**config.mk**
```make
export PLATFORM = sky130hd
export DESIGN_NAME = mkpw_div
export DESIGN_NICKNAME = d
export VERILOG_FILES = /design/src/rtl/mkpw_pkg.sv /design/src/rtl/mkpw_div.sv
export SDC_FILE = /design/constraint.sdc
export NUM_CORES = 1
export LEC_CHECK = 0
export BUFFER_PORTS_ARGS = -buffer_cell sky130_fd_sc_hd__buf_4
export CORE_UTILIZATION = 40
export CTS_CLUSTER_SIZE = 25
export DETAILED_ROUTE_END_ITERATION = 10
export PLACE_DENSITY = 0.65
export SYNTH_ARGS = -nofsm -noshare
export SYNTH_HDL_FRONTEND = slang
export SYNTH_SLANG_ARGS = --single-unit
```
**constraint.sdc**
```tcl
create_clock -name clk -period 2.8 [get_ports clk]
set_clock_uncertainty 0.2 [all_clocks]
set_input_delay 0.28 -clock clk [delete_from_list [all_inputs] [get_ports clk]]
set_output_delay 0.28 -clock clk [all_outputs]
set_load 0.01 [all_outputs]
```
**src/rtl/mkpw_pkg.sv**
```systemverilog
// ----------------------------------------------------------------------------
// mkpw_pkg
// Shared types and constants for the Markov index to password generator.
// ----------------------------------------------------------------------------
package mkpw_pkg;

  // item modes
  localparam logic [1:0] MODE_GEN   = 2'd0;
  localparam logic [1:0] MODE_TABLE = 2'd1;
  localparam logic [1:0] MODE_RADIX = 2'd2;
  localparam logic [1:0] MODE_COUNT = 2'd3;

  localparam int unsigned VAL_W    = 64;
  localparam int unsigned RADIX_W  = 9;
  localparam int unsigned OUT_LIMIT = 16;

  typedef struct packed {
    logic [1:0]  mode;
    logic [4:0]  position;
    logic [7:0]  prev_char;
    logic [3:0]  rank;
    logic [63:0] value;
  } mkpw_in_t;

  typedef struct packed {
    logic [7:0] out_char;
    logic [3:0] char_pos;
    logic [4:0] pass_length;
    logic       last;
    logic       out_of_range;
  } mkpw_out_t;

  // divider handshake
  typedef struct packed {
    logic start;
  } mkpw_div_ctl_t;

  typedef struct packed {
    logic done;
  } mkpw_div_sts_t;

endpackage

```
**src/rtl/mkpw_div.sv**
```systemverilog
// ----------------------------------------------------------------------------
// mkpw_div
// Restoring divider, one quotient bit per cycle, 64-bit dividend by a small
// radix.
// ----------------------------------------------------------------------------
module mkpw_div
  import mkpw_pkg::*;
#(
  parameter int unsigned RW = 9
) (
  input  logic                clk,
  input  logic                rst_n,
  input  mkpw_div_ctl_t       ctl,
  input  logic [VAL_W-1:0]    dividend,
  input  logic [RW-1:0]       divisor,
  output mkpw_div_sts_t       sts,
  output logic [VAL_W-1:0]    quotient,
  output logic [RW-1:0]       remainder
);

  logic [VAL_W-1:0] q_r, q_nxt;
  logic [RW-1:0]    rem_r, rem_nxt;
  logic [RW-1:0]    dvs_r, dvs_nxt;
  logic [6:0]       cnt_r, cnt_nxt;
  logic             busy_r, busy_nxt;
  logic             done_r, done_nxt;
  logic [RW:0]      trial;

  // load the operands on start, else one shift-subtract step while busy
  always_comb begin
    q_nxt    = q_r;
    rem_nxt  = rem_r;
    dvs_nxt  = dvs_r;
    cnt_nxt  = cnt_r;
    busy_nxt = busy_r;
    done_nxt = 1'b0;
    trial    = {rem_r, q_r[VAL_W-1]};
    if (ctl.start) begin
      q_nxt    = dividend;
      rem_nxt  = '0;
      dvs_nxt  = divisor;
      cnt_nxt  = 7'(VAL_W);
      busy_nxt = 1'b1;
    end else if (busy_r) begin
      if (trial >= {1'b0, dvs_r}) begin
        rem_nxt = RW'(trial - {1'b0, dvs_r});
        q_nxt   = {q_r[VAL_W-2:0], 1'b1};
      end else begin
        rem_nxt = trial[RW-1:0];
        q_nxt   = {q_r[VAL_W-2:0], 1'b0};
      end
      cnt_nxt = cnt_r - 7'd1;
      if (cnt_r == 7'd1) begin
        busy_nxt = 1'b0;
        done_nxt = 1'b1;
      end
    end
  end

  always_ff @(posedge clk) begin
    if (!rst_n) begin
      busy_r <= 1'b0;
      done_r <= 1'b0;
      cnt_r  <= '0;
    end else begin
      busy_r <= busy_nxt;
      done_r <= done_nxt;
      cnt_r  <= cnt_nxt;
    end
    q_r   <= q_nxt;
    rem_r <= rem_nxt;
    dvs_r <= dvs_nxt;
  end

  assign sts.done  = done_r;
  assign quotient  = q_r;
  assign remainder = rem_r;

endmodule

```
==> PnR_summary.wiki <==
{| class="wikitable"
! Metric !! Value
|-
| Internal power summed over all cells || approximately 2500 µW
|-
| Proportion of register bits with asynchronous set or reset after synthesis || 0%
|-
| Placer's final routability congestion estimate || approximately 0.81
|-
| CTS Buffer Depth || 2
|-
| Outcome || completed
|-
| Number of gates given a new drive strength after cts || 0
|-
| Critical Path Sink Type || register
|-
| Normalized max-slew margin || about two thirds
|-
| Final hold viol count || 0
|-
| Overall power || between 3000 and 4000 µW
|-
| Detailed-route vias per instance || 4.88
|-
| Sum Neg Setup Slack || 0 ns
|-
| Combinational cell fraction of total power || between 15 and 20%
|-
| Final HPWL DP || between 6 and 7 mm
|-
| Buffer type at the clock tree root || sky130_fd_sc_hd__clkbuf_8
|-
| Clock tree from TritonCTS || built
|-
| Proportion of layout cells with a drive suffix above 1 || a little over a third
|-
| GRT Overall Usage || 17.8%
|-
| Global-route wire length before repair || between 15 and 20 mm
|-
| Count of unique library cells instantiated by Yosys || 47
|-
| Mapped Nets || 378
|-
| Max Cap Violations || 0
|-
| Fill cell instance count of the final layout || roughly 840
|-
| Number of warning messages in the yosys log || 0
|-
| Top fanout value on the critical path || 14
|-
| Class of the tightest hold or removal check || input pin to register
|-
| Least-Margin Pin Slew || between 0.4 and 0.5 ns
|-
| Final min period || between 2 and 3 ns
|-
| Via count of the first global-routing pass || around 3100
|-
| Flip-flop and latch count after synthesis || between 90 and 100
|-
| Unrepaired setup endpoints after global routing || false
|-
| Net switching power of the design || about 860 µW
|-
| Crit start category || register
|-
| Die W || approximately 100 µm
|-
| Max Clock Freq || 378 MHz
|-
| Total power density per cell area || roughly 540 nW/µm²
|-
| Initial core utilization || approximately two fifths
|-
| EDFF count, synth || 73
|-
| Area of the core || 10300 µm²
|-
| Clock power frac || approximately 30%
|-
| Sequential fraction of design power || about half
|-
| Number of buffers inserted during clock tree synthesis || 9
|-
| Most common library cell in the layout ignoring fill and taps || sky130_fd_sc_hd__buf_4
|-
| Primary flip-flop cell chosen by synthesis mapping || sky130_fd_sc_hd__edfxtp_1
|-
| Global route total overflow || 0
|-
| Diodes inserted || 0
|-
| Fin cells || ~630
|-
| Clock latency on the worst-skew pair || around 0.35 ns
|-
| Number of standard cells after synthesis || 290
|-
| Worst slack on hold paths || 0.0120 ns
|-
| Cell area after synthesis || 4200 µm²
|-
| Utilization after layout || between 60% and 70%
|-
| Highest-count cells in the layout ignoring fill and taps || 153 x sky130_fd_sc_hd__buf_4, 73 x sky130_fd_sc_hd__edfxtp_1, 64 x sky130_fd_sc_hd__mux2_1
|-
| Class of the most critical setup path || register to register
|-
| Average wire per standard cell || 15.1 µm
|-
| 1st-pass router iterations || 4
|-
| Sequential fraction of the synthesis area || about three fifths
|-
| Static Leak || 0.00258 µW
|-
| TritonCTS Sinks || a little over 90
|-
| Post-route DRC || 0
|-
| Overall via count from detail_route || a little over 3000
|-
| Antenna viol nets, final || 0
|-
| Area Growth Syn to Fin || 47.5%
|-
| Die area || 10900 µm²
|-
| Initial antenna violation count || 0
|-
| Post-Syn Area per Cell || about 14 µm²
|-
| Final layout net count || approximately 580
|-
| Switching portion of total power || 25.5%
|-
| Data required, critical path || around 2.9 ns
|-
| Clock transition time at the flip-flop clock pins of the worst setup and hold paths || 0.10 ns
|-
| PortBufs || around 150
|-
| IO Pins || 150
|-
| Number of post-CTS setup repair buffers || 0
|-
| Crit path DAT || around 2.7 ns
|-
| Die Height || 105 µm
|-
| Worst voltage drop across the vdd grid || 0.311 mV
|-
| Number of max-slew violations in the final report || 0
|-
| Post-Place Cells || between 500 and 600
|-
| Starting DRC count in detailed routing || roughly 140
|-
| Standard-cell row count || 37
|-
| Largest net degree at the start of global routing || 47
|-
| H-tree depth || 3
|-
| Total detailed-routing wirelength || 9.56 mm
|-
| # setup viols final || 0
|-
| Fraction of the cycle the final worst path needs || a little over nine tenths
|}
[kinds of logic (layout without fill, tap and decap cells)]
logic type	after synthesis	in the layout	synth area share, %
DFF	91	91	60.7
muxes	68	68	18.1
and+or+nand+nor	47	47	5.54
AOI/OAI and AO/OA	36	36	7.12
buffers and inverters	26	234	2.68
adders and majority gates	12	12	3.75
xor gates and xnor gates	10	10	2.08
[cells in the mapped netlist (2+ instances only)]
master | count | area share [%]
sky130_fd_sc_hd__inv_1 | 14 | 1.3
sky130_fd_sc_hd__xnor2_1 | 5 | 1.0
sky130_fd_sc_hd__xor2_1 | 5 | 1.0
sky130_fd_sc_hd__nor3_1 | 3 | 0.36
sky130_fd_sc_hd__o31ai_1 | 3 | 0.54
sky130_fd_sc_hd__edfxtp_1 | 73 | 52
sky130_fd_sc_hd__dfxtp_1 | 18 | 8.6
sky130_fd_sc_hd__mux2_1 | 64 | 17
sky130_fd_sc_hd__nor2_1 | 19 | 1.7
sky130_fd_sc_hd__a211oi_1 | 3 | 0.54
sky130_fd_sc_hd__buf_2 | 6 | 0.71
sky130_fd_sc_hd__mux2i_1 | 4 | 0.95
sky130_fd_sc_hd__o21ai_1 | 2 | 0.24
sky130_fd_sc_hd__o21bai_1 | 2 | 0.36
sky130_fd_sc_hd__a21oi_1 | 3 | 0.36
sky130_fd_sc_hd__o21a_1 | 3 | 0.54
sky130_fd_sc_hd__ha_1 | 11 | 3.3
sky130_fd_sc_hd__nor2b_1 | 2 | 0.30
sky130_fd_sc_hd__nand2_1 | 11 | 0.98
sky130_fd_sc_hd__nand3_1 | 2 | 0.24
sky130_fd_sc_hd__a311oi_2 | 2 | 0.71
sky130_fd_sc_hd__clkbuf_1 | 3 | 0.27
sky130_fd_sc_hd__o21ai_0 | 6 | 0.71
sky130_fd_sc_hd__nand2b_1 | 2 | 0.30
sky130_fd_sc_hd__nor4b_1 | 2 | 0.42
[path summary, 6_finish.rpt]
check | cells after the start | to | from | slack (ns)
setup / recovery | 9 | remainder[1] | quotient[63] | 0.15
hold / removal | 2 | quotient[20] | dividend[20] | 0.01
setup reg to reg | 9 | remainder[1] | quotient[63] | 0.15
hold reg to reg | 2 | remainder[8] | remainder[8] | 0.28
[stage by stage]
step / instance area, µm² / setup WS [ns]
CTS: 6200 / 0.0988
finish: 6200 / 0.151
detailed placement: 5490 / 0.133
global route: 6200 / 0.0303
global placement: 5490 / 0.196
floorplan: 4200 / 0.270
[worst max-delay path, cell delays in order, from the launching register on]
cell and delay [ns]:
sky130_fd_sc_hd__edfxtp_1 0.43, sky130_fd_sc_hd__inv_1 0.08, sky130_fd_sc_hd__ha_1 0.17, sky130_fd_sc_hd__inv_1 0.05
sky130_fd_sc_hd__fa_1 0.42, sky130_fd_sc_hd__a211oi_2 0.28, sky130_fd_sc_hd__o21ai_2 0.13, sky130_fd_sc_hd__a31oi_4 0.42
sky130_fd_sc_hd__mux2i_1 0.15, sky130_fd_sc_hd__a211oi_1 0.24
[layer usage]
| metal | up-vias | routed length, µm | GRT usage [%] |
|---|---|---|---|
| met5 | - | 0 | 0 |
| met2 | 97 | 4830 | 30.8 |
| li1 | 1493 | - | - |
| met4 | 0 | 180 | 7.45 |
| met1 | 1486 | 3910 | 20.6 |
| met3 | 16 | 630 | 5.14 |
[repair_timing]
action / 4_1_cts / 5_1_grt
hold endpoints to repair: 50 / 0
setup endpoints to repair: 0 / 1
hold buffers: 49 / 0
[area by class of cell]
type                            instances  area (µm²)  area share, %
Sequential cell                        91        2550           41.2
Timing Repair Buffer                  203        1660           26.8
Multi-Input combinational cell        173        1540           24.8
Tap cell                              136         170           2.75
Clock buffer                            9         124           2.00
Clock inverter                          7        97.6           1.57
Inverter                               15        56.3          0.909
[flip-flops by register name, indices dropped and copies added, names as in the netlist]
name and count:
quotient 64, dvs_r 9, remainder 9, cnt_r 7
busy_r 1, sts 1
[power groups by stage]
stage,combinational (µW),sequential (µW),clock (µW)
6_report,668,1690,996
5_1_grt,723,1710,1060
4_1_cts,672,1690,1030
3_5_place_dp,614,1720,0
3_3_place_gp,610,1710,0
2_1_floorplan,261,1750,0
Note: power is estimated with default switching activity, not from simulation.
